File: src/hdl/mse_pkg.sv
// ----------------------------------------------------------------------------
// mse_pkg
// shared constants and types of the merge sort engine
// ----------------------------------------------------------------------------
package mse_pkg;

	localparam int MAX_ELEMENTS_DEF = 64;
	localparam int DATA_W           = 32;

	// sequencer states
	typedef enum logic [2:0] {
		ST_LOAD,
		ST_SEG,
		ST_MRG_RD,
		ST_MRG_WR,
		ST_EMIT_RD,
		ST_EMIT_WR
	} state_t;

endpackage

File: src/hdl/mse_ram.sv
// ----------------------------------------------------------------------------
// mse_ram
// one write port, two read ports, registered read data
// ----------------------------------------------------------------------------
module mse_ram #(
	parameter int DEPTH = mse_pkg::MAX_ELEMENTS_DEF
) (
	input  logic                           clk,
	input  logic                           we,
	input  logic [$clog2(DEPTH)-1:0]       waddr,
	input  logic [mse_pkg::DATA_W-1:0]     wdata,
	input  logic                           re,
	input  logic [$clog2(DEPTH)-1:0]       raddr0,
	input  logic [$clog2(DEPTH)-1:0]       raddr1,
	output logic [mse_pkg::DATA_W-1:0]     rdata0,
	output logic [mse_pkg::DATA_W-1:0]     rdata1
);
	import mse_pkg::*;

	logic [DATA_W-1:0] mem [DEPTH];

	always_ff @(posedge clk) begin
		if (we) begin
			mem[waddr] <= wdata;
		end
	end

	// read data holds while re is low
	always_ff @(posedge clk) begin
		if (re) begin
			rdata0 <= mem[raddr0];
			rdata1 <= mem[raddr1];
		end
	end

endmodule

File: config.mk
export PLATFORM = sky130hd
export DESIGN_NAME = mse_ram
export DESIGN_NICKNAME = d
export VERILOG_FILES = /design/src/hdl/mse_pkg.sv /design/src/hdl/mse_ram.sv
export SDC_FILE = /design/constraint.sdc
export NUM_CORES = 2
export LEC_CHECK = 0
export ABC_CLOCK_PERIOD_IN_PS = 4800
export BUFFER_PORTS_ARGS = -buffer_cell sky130_fd_sc_hd__buf_2
export CORE_MARGIN = 5
export CORE_UTILIZATION = 25
export DETAILED_ROUTE_END_ITERATION = 12
export MAX_ROUTING_LAYER = met4
export PLACE_DENSITY = 0.47
export SYNTH_ARGS = -nofsm -noshare
export SYNTH_HDL_FRONTEND = slang
export SYNTH_SLANG_ARGS = --single-unit
File: constraint.sdc
create_clock -name clk -period 4.8 [get_ports clk]
set_input_delay 0.72 -clock clk [delete_from_list [all_inputs] [get_ports clk]]
set_output_delay 0.72 -clock clk [all_outputs]
set_load 0.05 [all_outputs]
Yosys cells after proc, flatten, opt, wreduce, memory -nomap -nowiden
Memory sizes are Yosys's and may differ from the RTL's. A register that Yosys moved wholly into a read port is not among the register bits. Cells that the tools add are included. W data, S select, Z words.

Muxes and demuxes: 2.

Operators with widths (count): $mux W1 (2).

Register bits after elaboration: 0. RAM bits: 2048. Input bits: 53. Output and inout port bits: 64. Word-level logic and storage cells: 3. Memories kept: 1.

Memory list: mem (words 64, width 32, rd ports 2, clocked after Yosys merged registers in 2, write ports 1, line mse_ram.sv:20) `logic [DATA_W-1:0] mem [DEPTH];`.

Depth between registers and ports, before layout
Word-level depth: 2. Depth in mapped cells: 10. Depth with buffers taken out: 5.

Least setup slack after synthesis
OpenSTA, ideal clock, no wires.

Path type: input port to flip-flop. Start point: input port waddr[3]. End point: memory mem[48][0], enable pin. Setup time: 0.461 ns. Arrival time: 3.450 ns. Data required time: 4.339 ns. Slack: 0.889 ns. Cell stages on the path: 4. Buffers on the path: 1. Cells stage by stage: clkbuf_1 nor2b_1 nand4b_1 nor3_1.

RTL lines: start: declaration (line mse_ram.sv:10) `input logic [$clog2(DEPTH)-1:0] waddr,`; end: declaration (line mse_ram.sv:20).

Straight into the memory's write port.

==> run metrics <==
Setup Buffers After CTS 0; # rows 228; Total Nets Final 4742; Tot GR Track Use 17.5%; total of warnings raised by yosys 0; Reg clk slew, reported paths 60 ps; TritonCTS clock tree yes; Seq/Total Area, Yosys 65.9%; TNS Setup 0 ps; fin. max-slew vios 0; top-count cell post-synth edfxtp_1; Max VDD drop around 0.33 mV; core area 385000 µm²; Worst-Margin Slew approximately 1300 ps; Post-DP Area 105000 µm²; share of the synthesized area in the top cell type 65.9%; DR vias/cell 5.27; Pint 32.0 mW; Commonest cells post-synth edfxtp_1 (2112), mux4_2 (1124), mux2i_1 (204), clkbuf_1 (135), buf_2 (121); Tightest Hold Check Type in -> reg; Rel. slew slack 13.7%; Vias 52400; Resize count post-CTS 0; share of cells above drive strength 1 40.4%; root buffer cell clkbuf_16; Post-Syn Area 96300 µm²; Mapped Nets 4465; Total Power 41.9 mW; hold endpoint mem[40][25]; Pre-antenna DRT Iters 5; wire per inst around 35 µm; status complete, no violations; Min Hold Slack 490 ps; Hold Path Origin wdata[25]; total CTS buffers approximately 220; Sequential Power Share slightly below 50%; vias in the first global route 53300; post-synth cell types 37; fmax 295 MHz; WHS Path Cells 2; gpl congestion 0.792; CP Capture Type flip-flop; pin count of the biggest net entering global routing 65; number of enable flip-flop cells after synthesis 2112; Yosys top cell by area edfxtp_1; Top FF cell, synth edfxtp_1; IO Pins 117; max cap viols 0; hold_buf cts 0; CP Max Fanout 37; post-route setup slack 1410 ps; Chip Width 631 µm; total grt overflow 0; worst skew pair latency 900 ps; Lkg Pwr 34.4 nW; I/O Buffers between 100 and 150; clock power share 41.9%; Sw Ratio a little under a quarter; Worst EP required ~5400 ps; H-tree Lvls 4; Worst R2R Path Depth 4; dpl ws approximately 630 ps; kind of critical path in -> reg; Synth Register Bits 2112; die area 398000 µm²; synthesized instance count 4412; Starting DRT DRC Count 6065; Final Cycle Share 70.5%; Critical Path AT a little under 4000 ps; Switch Pwr a little under 10 mW; clk_skew approximately 46 ps; Final Hold Fails 0; WL final between 300000 and 400000 µm; initial antenna violation count 34; Setup-failing EPs final 0; Worst Setup SP raddr1[0]; syn avg cell area 21.8 µm²; register-to-register setup slack between 1500 and 2000 ps; CTS Sinks 2112; first-pass GRT wire length roughly 470000 µm; Post-route DRC 0; unrepaired setup endpoints after global routing no; RR Startpoint mem[7][14]; PD cells 372 nW/µm²; synthesis-to-finish area growth 16.9%; combinational power share slightly below 9%; critical path launch point type primary input; ys async rst share 0%; Clock Path Buffers 4; Antenna Nets Post-Route 0; initial core utilization roughly a quarter; largest cells by area after synthesis edfxtp_1 (66%), mux4_2 (26%), mux2i_1 (2.1%); Die Ht 631 µm; HPWL Detailed 208000 µm; R2R Path End rdata1[14]; design area 113000 µm²; crit path time final 3390 ps
-- cell type report --
class	instances	area, µm²
diodes	15	37.5
clock buffers	258	5780
clock inverters	143	1440
fillers	37100	272000
inverters	1	3.75
multi-input cells	1952	31700
flip-flops and latches	2112	63400
well taps	5060	6330
repair buffers	401	3870
-- power by group through the flow --
| stage | Sequential [mW] | Combinational, mW | Clock (mW) |
|---|---|---|---|
| 2_1_floorplan | 21.1 | 1.96 | 0 |
| 3_3_place_gp | 21.0 | 3.70 | 0 |
| 3_5_place_dp | 21.0 | 3.71 | 0 |
| 4_1_cts | 20.6 | 3.71 | 17.9 |
| 5_1_grt | 20.6 | 3.85 | 18.7 |
| 6_report | 20.6 | 3.68 | 17.6 |
-- how the worst max path moves through the flow --
stage | slack [ps] | end | depth (start not counted)
after floorplan | 890 | mem[48][0] | 4
after global placement | 640 | rdata1[14] | 7
after detailed placement | 630 | rdata1[14] | 7
after CTS | 1600 | rdata1[14] | 7
after global routing | 1300 | rdata1[14] | 7
final | 1410 | rdata1[14] | 7
-- kinds of logic (layout without fill, tap and decap cells) --
logic type             Yosys count  in the layout  synth area share, %
flip-flops                    2112           2112                 65.9
multiplexers                  1364           1364                 28.8
buffers and inverters          348            803                 1.81
AO/OA/AOI/OAI                  340            340                 2.38
AND/OR/NAND/NOR                248            248                 1.13
other                            0             15                    0
-- per-stage QoR --
stage               instances  util, %
floorplan                4412        -
global placement         9526     27.4
detailed placement       9526     27.4
CTS                      9927     29.2
global route             9937     29.2
finish                   9942     29.2
-- critical path: stages --
cell and delay [ps]:
buf_8 440, buf_12 270, buf_12 230, mux4_2 560, mux4_2 490, o22ai_1 870
a21oi_1 290
-- sequential cells by signal, summed over array words and instances (netlist names) --
name and count:
mem 2048, rdata1 32, rdata0 32
-- layout by cell type, fill, tap and decap left out, types with 27 or more instances in the layout --
| cell type | Yosys | final |
|---|---|---|
| mux2i_1 | 204 | 204 |
| o22ai_1 | 56 | 56 |
| nand2_1 | 93 | 91 |
| o211ai_1 | 27 | 27 |
| bufinv_16 | 0 | 28 |
| clkbuf_1 | 135 | 32 |
| buf_12 | 0 | 85 |
| clkinv_1 | 0 | 46 |
| nor2_1 | 94 | 31 |
| edfxtp_1 | 2112 | 2112 |
| nor2_4 | 0 | 63 |
| mux2_2 | 36 | 36 |
| buf_2 | 121 | 105 |
| a22oi_1 | 85 | 85 |
| clkbuf_16 | 0 | 226 |
| clkinv_2 | 0 | 50 |
| mux4_2 | 1124 | 1124 |
| o21ai_1 | 31 | 31 |
| buf_4 | 55 | 202 |
| a21oi_1 | 58 | 58 |
-- layer usage --
layer  part of all wire, %  track usage [%]  routed length (µm)
met1                    41             22.8              144000
met2                    49             28.4              170000
met3                   6.4             2.68               22200
met4                   3.2             5.03               11200
met5                     0                -                   0
Note: power is estimated with default switching activity, not from simulation.
