===== src/hdl/mse_pkg.sv =====
// ----------------------------------------------------------------------------
// mse_pkg
// shared constants and types of the merge sort engine
// ----------------------------------------------------------------------------
package mse_pkg;

	localparam int MAX_ELEMENTS_DEF = 64;
	localparam int DATA_W           = 32;

	// sequencer states
	typedef enum logic [2:0] {
		ST_LOAD,
		ST_SEG,
		ST_MRG_RD,
		ST_MRG_WR,
		ST_EMIT_RD,
		ST_EMIT_WR
	} state_t;

endpackage


===== src/hdl/mse_ctrl.sv =====
// ----------------------------------------------------------------------------
// mse_ctrl
// load / merge pass / emit sequencer with output register
// ----------------------------------------------------------------------------
module mse_ctrl #(
	parameter int MAX_ELEMENTS = mse_pkg::MAX_ELEMENTS_DEF
) (
	input  logic                                  clk,
	input  logic                                  arst_n,
	// input stream
	input  logic                                  s_tvalid,
	output logic                                  s_tready,
	input  logic [mse_pkg::DATA_W-1:0]            s_tdata,
	input  logic                                  s_tlast,
	// output stream
	output logic                                  m_tvalid,
	input  logic                                  m_tready,
	output logic [mse_pkg::DATA_W-1:0]            m_tdata,
	output logic                                  m_tlast,
	// memory side
	output logic                                  we0,
	output logic                                  we1,
	output logic [$clog2(MAX_ELEMENTS)-1:0]       waddr,
	output logic [mse_pkg::DATA_W-1:0]            wdata,
	output logic                                  re,
	output logic [$clog2(MAX_ELEMENTS)-1:0]       raddr0,
	output logic [$clog2(MAX_ELEMENTS)-1:0]       raddr1,
	input  logic [mse_pkg::DATA_W-1:0]            b0_rdata0,
	input  logic [mse_pkg::DATA_W-1:0]            b0_rdata1,
	input  logic [mse_pkg::DATA_W-1:0]            b1_rdata0,
	input  logic [mse_pkg::DATA_W-1:0]            b1_rdata1
);
	import mse_pkg::*;

	localparam int AW = $clog2(MAX_ELEMENTS);
	localparam int CW = $clog2(MAX_ELEMENTS + 1);
	localparam int SW = CW + 2;

	state_t state_q, state_d;

	logic [CW-1:0]     cnt_q, n_q, e_q;
	logic [SW-1:0]     w_q, lo_q, mid_q, hi_q, a_q, b_q, k_q;
	logic              src_q;
	logic              out_valid_q, out_last_q;
	logic [DATA_W-1:0] out_data_q;

	logic              in_xfer, out_free, closes, take_a, emit_load, emit_end;
	logic [CW-1:0]     cnt_inc, e_inc;
	logic [SW-1:0]     n_ext, seg_mid, seg_hi, k_inc, w_dbl;
	logic [DATA_W-1:0] d_a, d_b, d_sel;

	assign n_ext    = SW'(n_q);
	assign in_xfer  = s_tvalid && s_tready;
	assign cnt_inc  = cnt_q + 1'b1;
	assign closes   = s_tlast || (cnt_inc == CW'(MAX_ELEMENTS));
	assign out_free = !out_valid_q || m_tready;
	assign e_inc    = e_q + 1'b1;
	assign emit_end = (e_inc == n_q);

	// segment bounds, clipped to the set size
	always_comb begin
		seg_mid = lo_q + w_q;
		seg_hi  = lo_q + (w_q << 1);
		if (seg_mid > n_ext) begin
			seg_mid = n_ext;
		end
		if (seg_hi > n_ext) begin
			seg_hi = n_ext;
		end
	end

	// merge compare on the source bank; left run wins on ties
	assign d_a    = src_q ? b1_rdata0 : b0_rdata0;
	assign d_b    = src_q ? b1_rdata1 : b0_rdata1;
	assign take_a = (a_q < mid_q) && ((b_q >= hi_q) || ($signed(d_a) <= $signed(d_b)));
	assign d_sel  = take_a ? d_a : d_b;
	assign k_inc  = k_q + 1'b1;
	assign w_dbl  = w_q << 1;
	assign emit_load = (state_q == ST_EMIT_WR) && out_free;

	always_ff @(posedge clk or negedge arst_n) begin
		if (!arst_n) begin
			state_q <= ST_LOAD;
		end else begin
			state_q <= state_d;
		end
	end

	always_comb begin
		state_d  = state_q;
		s_tready = 1'b0;
		we0      = 1'b0;
		we1      = 1'b0;
		waddr    = cnt_q[AW-1:0];
		wdata    = s_tdata;
		re       = 1'b0;
		raddr0   = a_q[AW-1:0];
		raddr1   = b_q[AW-1:0];
		unique case (state_q)
			ST_LOAD: begin
				s_tready = 1'b1;
				we0      = in_xfer;
				if (in_xfer && closes) begin
					state_d = (cnt_inc == CW'(1)) ? ST_EMIT_RD : ST_SEG;
				end
			end
			ST_SEG: begin
				state_d = ST_MRG_RD;
			end
			ST_MRG_RD: begin
				re      = 1'b1;
				state_d = ST_MRG_WR;
			end
			ST_MRG_WR: begin
				waddr = k_q[AW-1:0];
				wdata = d_sel;
				we0   = src_q;
				we1   = !src_q;
				if (k_inc == hi_q) begin
					if (hi_q == n_ext && w_dbl >= n_ext) begin
						state_d = ST_EMIT_RD;
					end else begin
						state_d = ST_SEG;
					end
				end else begin
					state_d = ST_MRG_RD;
				end
			end
			ST_EMIT_RD: begin
				re      = 1'b1;
				raddr0  = e_q[AW-1:0];
				state_d = ST_EMIT_WR;
			end
			ST_EMIT_WR: begin
				raddr0 = e_q[AW-1:0];
				if (out_free) begin
					state_d = emit_end ? ST_LOAD : ST_EMIT_RD;
				end
			end
			default: begin
				state_d = ST_LOAD;
			end
		endcase
	end

	// sequencer counters
	always_ff @(posedge clk or negedge arst_n) begin
		if (!arst_n) begin
			cnt_q <= '0;
			n_q   <= '0;
			e_q   <= '0;
			w_q   <= SW'(1);
			lo_q  <= '0;
			mid_q <= '0;
			hi_q  <= '0;
			a_q   <= '0;
			b_q   <= '0;
			k_q   <= '0;
			src_q <= 1'b0;
		end else begin
			case (state_q)
				ST_LOAD: begin
					if (in_xfer) begin
						cnt_q <= closes ? '0 : cnt_inc;
						if (closes) begin
							n_q   <= cnt_inc;
							e_q   <= '0;
							w_q   <= SW'(1);
							lo_q  <= '0;
							src_q <= 1'b0;
						end
					end
				end
				ST_SEG: begin
					mid_q <= seg_mid;
					hi_q  <= seg_hi;
					a_q   <= lo_q;
					b_q   <= seg_mid;
					k_q   <= lo_q;
				end
				ST_MRG_WR: begin
					k_q <= k_inc;
					if (take_a) begin
						a_q <= a_q + 1'b1;
					end else begin
						b_q <= b_q + 1'b1;
					end
					if (k_inc == hi_q) begin
						if (hi_q == n_ext) begin
							// pass done: swap banks, double the run width
							src_q <= !src_q;
							w_q   <= w_dbl;
							lo_q  <= '0;
							e_q   <= '0;
						end else begin
							lo_q <= hi_q;
						end
					end
				end
				ST_EMIT_WR: begin
					if (out_free) begin
						e_q <= e_inc;
					end
				end
				default: begin
				end
			endcase
		end
	end

	// output register
	always_ff @(posedge clk or negedge arst_n) begin
		if (!arst_n) begin
			out_valid_q <= 1'b0;
		end else if (emit_load) begin
			out_valid_q <= 1'b1;
		end else if (m_tready) begin
			out_valid_q <= 1'b0;
		end
	end

	always_ff @(posedge clk) begin
		if (emit_load) begin
			out_data_q <= src_q ? b1_rdata0 : b0_rdata0;
			out_last_q <= emit_end;
		end
	end

	assign m_tvalid = out_valid_q;
	assign m_tdata  = out_data_q;
	assign m_tlast  = out_last_q;

endmodule


===== config.mk =====
export PLATFORM = sky130hd
export DESIGN_NAME = mse_ctrl
export DESIGN_NICKNAME = d
export VERILOG_FILES = /design/src/hdl/mse_pkg.sv /design/src/hdl/mse_ctrl.sv
export SDC_FILE = /design/constraint.sdc
export NUM_CORES = 1
export LEC_CHECK = 0
export ABC_AREA = 1
export BUFFER_PORTS_ARGS = -buffer_cell sky130_fd_sc_hd__buf_2
export CORE_MARGIN = 8
export CORE_UTILIZATION = 45
export CTS_CLUSTER_DIAMETER = 40
export DETAILED_ROUTE_END_ITERATION = 16
export PLACE_DENSITY = 0.7
export SYNTH_ARGS = -nofsm -noshare
export SYNTH_HDL_FRONTEND = slang
export SYNTH_SLANG_ARGS = --single-unit
export TNS_END_PERCENT = 20

===== constraint.sdc =====
create_clock -name clk -period 3.9 [get_ports clk]
set_input_delay 0.39 -clock clk [delete_from_list [all_inputs] [get_ports clk]]
set_output_delay 0.39 -clock clk [all_outputs]
set_load 0.02 [all_outputs]

[Word-level counts from Yosys, hierarchy flattened]
Cells that the tools add are included.
Word-level totals
  register bits: 122
  output and inout bits: 88
Cells by class
  eq/ne operators: 18
  add/sub/neg operators: 7
  reduce and logical (&&, ||, !) cells: 25
  mux-type cells: 48
  order comparisons: 6
Operators with widths (count)
  $mux W32: 4
  $mux W9: 12
  $pmux W9 S2: 5
  $mux W7: 6
  $le A32 B32 Y1: 1
  $add A9 B1 Y9 const B: 3
  $pmux W7 S3: 1
  $add A9 B9 Y9: 2
  $gt A9 B7 Y1: 2
  $mux W3: 6
  $pmux W3 S6: 1
  $ne A2 B2 Y1 const B: 8
  $add A7 B1 Y7 const B: 2
  $mux W6: 2
  $eq A9 B7 Y1: 1
  $eq A9 B9 Y1: 1
  $ge A9 B7 Y1: 1
  $ge A9 B9 Y1: 1
  $lt A9 B9 Y1: 1
  $mux W1: 9
  $reduce_and A2 Y1: 4
  $eq A7 B1 Y1 const B: 1
  $eq A7 B7 Y1: 1
  $eq A7 B7 Y1 const B: 1
  other kinds (15): 28

[Depth between registers and ports, before layout]
  depth in word-level cells: 6
  gate-level depth with buffers: 25

[Worst setup path after synthesis]
Ideal clock, no wire load.
  path kind: register -> output
  start: register src_q
  end: output wdata[10] in the netlist's numbering
  cell stages (with the launch flop): 17
  setup slack: 0.629 ns
  buffers on the path: 4
  arrival time: 2.881 ns
  path through: dfrtp_1 clkbuf_1 buf_2 buf_1 mux2i_1 ha_1 a21oi_1 o21a_1 nand2_1 a21oi_1 nand2_1 nand2_1 nand2_1 nand2_2 buf_1 nand4_1 nand3_1
Between the ends
  longest elaborated chain between the ends: 6
Ends and longest elaborated chain
  from (decl): RTL line mse_ctrl.sv:43  | logic src_q;
  from (signal assigned): RTL line mse_ctrl.sv:191  | src_q <= !src_q;
  $mux W32, on equally long branches: RTL line mse_ctrl.sv:73, mse_ctrl.sv:74
  $le A32 B32 Y1: RTL line mse_ctrl.sv:75  | assign take_a = (a_q < mid_q) && ((b_q >= hi_q) || ($signed(d_a) <= $signed(d_b)));
  $logic_or A1 B1 Y1: RTL line mse_ctrl.sv:75
  $logic_and A1 B1 Y1: RTL line mse_ctrl.sv:75
  $mux W32 *: RTL line mse_ctrl.sv:76  | assign d_sel = take_a ? d_a : d_b;
  $mux W32 *: RTL line mse_ctrl.sv:99  | unique case (state_q)
  to (decl): RTL line mse_ctrl.sv:24  | output logic [mse_pkg::DATA_W-1:0] wdata,
Every way passes the cells marked *; elsewhere a longest branch is shown, timed or not.

[Final worst setup path]
  start: register src_q
  end: output wdata[31] in the netlist's numbering
Between the ends
  longest elaborated chain between the ends: 6
Ends and longest elaborated chain
  $mux W32: RTL line mse_ctrl.sv:73  | assign d_a = src_q ? b1_rdata0 : b0_rdata0;
  named net d_a[29]: RTL line mse_ctrl.sv:50  | logic [DATA_W-1:0] d_a, d_b, d_sel;
  $le A32 B32 Y1: RTL line mse_ctrl.sv:75
  $logic_or A1 B1 Y1: RTL line mse_ctrl.sv:75
  $logic_and A1 B1 Y1: RTL line mse_ctrl.sv:75
  $mux W32: RTL line mse_ctrl.sv:76
  $mux W32: RTL line mse_ctrl.sv:99
The timed path passes the listed nets, and every way through them passes these cells.

==> impl_metrics.ini <==
[yosys]
synth_async_sr_flop_share_pct = 72.95
synth_area_mm2 = 0.009968
synth_edf_count = 33
ys_ff_latch = 122
synth_warnings = 0
synth_commonest_cells = nand2_1, inv_1, nand3_1
syn-num-nets = 1604
synthFlopType = dfrtp_1
synth_seq_area_share_pct = 32.30
yosysTopAreaCellShare_pct = 22.09
synth_cells = 1346
synth_cell_types = 53
synth_most_common_cell = nand2_1
synth_top_area_cell = dfrtp_1
synth_area_leaders = dfrtp_1, nand2_1, ha_1
syn_avg_cell_area_um2 = 7.406

[floorplan]
ios = 253
core_mm2 = 0.02176
start_util_pct = 45.82
die_w_um = 164.8
die_y_um = 164.8
die-area_mm2 = 0.02717
rows = 54

[power]
pwr-share-clk_pct = 15.9
vdd_drop_max_v = 0.0006339
p_sw_mw = 5.654
leakage_nw = 6.411
pwr-share-seq_pct = 18.3
power_mw = 10.92
swShare_pct = 51.77
p_comb_share_pct = 65.8
intPower_mw = 5.266
power_density_mw_per_mm2 = 865.9

[cells_and_area]
multiInputGateArea_mm2 = 0.006198
final_layout_size_suffix_gt1_share_pct = 24.10
num-nets-final = 1851
fill_cells = 1956
syn2layout_area_growth_pct = 26.52
regArea_mm2 = 0.003221

[routing]
route.detailed.drc = 0
ant_nets = 0
vias_per_cell = 5.594
drt_iter0_markers = 962
drt_wl_total_mm = 36.83
vias = 10556
drt_first_pass_iters = 6
wl_per_cell_um = 19.52

[clocking]
h-tree-depth = 4
cts-root-buf = clkbuf_16
clk_pin_slew_ns = 0.06
cts_buffer_depth = 2
clkLatencyLatePin_ns = 0.43
cts_tree = yes
cts-buffers-inserted = 17
cts_sinks = 122

[timing]
fin_setup_tns_ns = 0
max_freq_mhz = 264.3
setup_viol_count_final = 0
setup_ws_ns = 0.1171
worst_pin_slew_ns = 1.074
finalHoldViolations = 0
finClkSkew_ns = 0.009703
fin_crit_sh_pct = 97.00
slew_headroom_pct = 28.32
maxSlewViolCount = 0
min_period_ns = 3.783

[setup_path]
rrSetupSlack_ns = 0.52
criticalPathCategory = reg2out
crit_path_end_kind = output port
critPathRequiredTime_ns = 3.51
worstPathMaxFanout = 9
arrival_ns = 3.39
startpoint_type = flip-flop

[grt]
grt-ovfl-total = 0
grt_max_degree = 107
grt_pass1_wl_mm = 53.69
grt_pass1_vias = 10092
track_usage_pct = 25.26
grt_antenna_before_repair = 1

[run]
max-cap-violations = 0

[placement]
dp_hpwl_mm = 27.02
place_ws_ns = 0.3480
portBuffers = 252
gp_congestion = 0.9133

[run_status]
status = finished, final reports clean

[hold_path]
hp-class = in2async
==> routing by layer <==
metal,GRT usage [%],up-vias,wire (um)
li1,-,5023,-
met1,29.98,4937,14120
met2,43.70,495,18170
met3,4.661,101,3028
met4,11.43,0,1517
met5,0,-,0
==> critical path: stages (launching register included) <==
cell and delay (ns):
dfrtp_2 0.46, clkinvlp_4 0.12, buf_4 0.17, clkbuf_16 0.17, nand2_1 0.06, nand2_1 0.11, ha_1 0.33, a21oi_1 0.18
o21a_1 0.13, nand2_1 0.07, a21oi_2 0.14, nand2_1 0.07, nand2_1 0.05, nand2_1 0.08, nand2_4 0.15, nand2_8 0.10
buf_12 0.17, nand3b_1 0.07, nand3_1 0.13, buf_4 0.19
==> power by group through the flow <==
stage | Clock (mW) | Sequential [mW] | Combinational [mW]
final | 1.73 | 2.00 | 7.19
after global routing | 1.80 | 2.03 | 7.85
after CTS | 1.75 | 1.99 | 6.38
after detailed placement | 0 | 2.00 | 6.29
after global placement | 0 | 2.00 | 6.20
after floorplan | 0 | 1.89 | 4.44
==> registers in the layout, indices dropped and copies added, names as in the netlist <==
register,flops
cnt_q,7
mid_q,9
n_q,7
a_q,9
state_q,3
k_q,9
b_q,9
e_q,7
hi_q,9
m_tdata,32
m_tlast,1
m_tvalid,1
lo_q,9
src_q,1
w_q,9
==> path summary, 6_finish.rpt <==
path                                      startpoint                   end  depth (start not counted)
worst min register to register  mid_q[8]$_DFFE_PN0P_  mid_q[8]$_DFFE_PN0P_                          2
min in group clk                            m_tready  m_tvalid$_DFFE_PN0P_                          2
worst min-delay path                          arst_n    a_q[1]$_DFFE_PN0P_                          1
max in group asynchronous                     arst_n    b_q[1]$_DFFE_PN0P_                          2
worst max-delay path               src_q$_DFFE_PN0P_             wdata[31]                         19
worst max register to register   lo_q[0]$_DFFE_PN0P_    b_q[0]$_DFFE_PN0P_                         19
==> per-stage QoR <==
step                cell area (um2)  hold WS (ns)  std cells  utilization (%)
finish                        12610        0.1022       1887            57.97
global route                  12610        0.1617       1887            57.97
CTS                           12150        0.1272       1868            55.87
detailed placement            11490        0.4527       1836            52.81
global placement              11490        0.4487       1836            52.81
floorplan                      9968       0.09441       1346                -
==> layout by cell type, fill, tap and decap left out, drive strengths merged, types with 3 or more instances in the layout <==
master	count
mux2i	31
inv	126
xnor2	9
nand3b	33
ha	91
a31oi	5
nand3	108
clkinvlp	4
xor2	29
o22ai	9
nand2	438
nand4	52
nor2	68
o211ai	3
edfxtp	33
o21ai	82
nor3	11
a21oi	51
bufinv	4
clkinv	3
o21a	3
buf	275
o21bai	3
clkbuf	29
dfrtp	88
==> kinds of logic (layout without fill, tap and decap cells) <==
group / Yosys count / count (layout) / synth area share (%)
AO/OA/AOI/OAI: 167 / 167 / 9.552
XOR/XNOR: 38 / 38 / 3.414
adder cells (fa/ha/maj): 93 / 93 / 11.82
buffers and inverters: 181 / 441 / 7.205
flip-flops: 122 / 122 / 32.30
multiplexers: 33 / 33 / 3.339
other: 0 / 1 / 0
AND/OR/NAND/NOR: 712 / 712 / 32.37
==> timing repair <==
| item | CTS | global route |
|---|---|---|
| resized for setup | 6 | 40 |
| setup endpoints to repair | 16 | 32 |
| setup buffers | 0 | 9 |
| gates cloned | 0 | 9 |
| pin swaps | 0 | 8 |
| hold buffers | 0 | 0 |
==> area by class of cell <==
type,instances,area share (%)
Antenna cell,1,0.01984
Clock buffer,22,3.760
Clock inverter,10,1.290
Inverter,126,3.780
Multi-Input combinational cell,1043,49.15
Sequential cell,122,25.54
Tap cell,280,2.778
Timing Repair Buffer,282,13.65
Timing Repair inverter,1,0.03968
No activity file was read; power rests on OpenSTA's default activity.
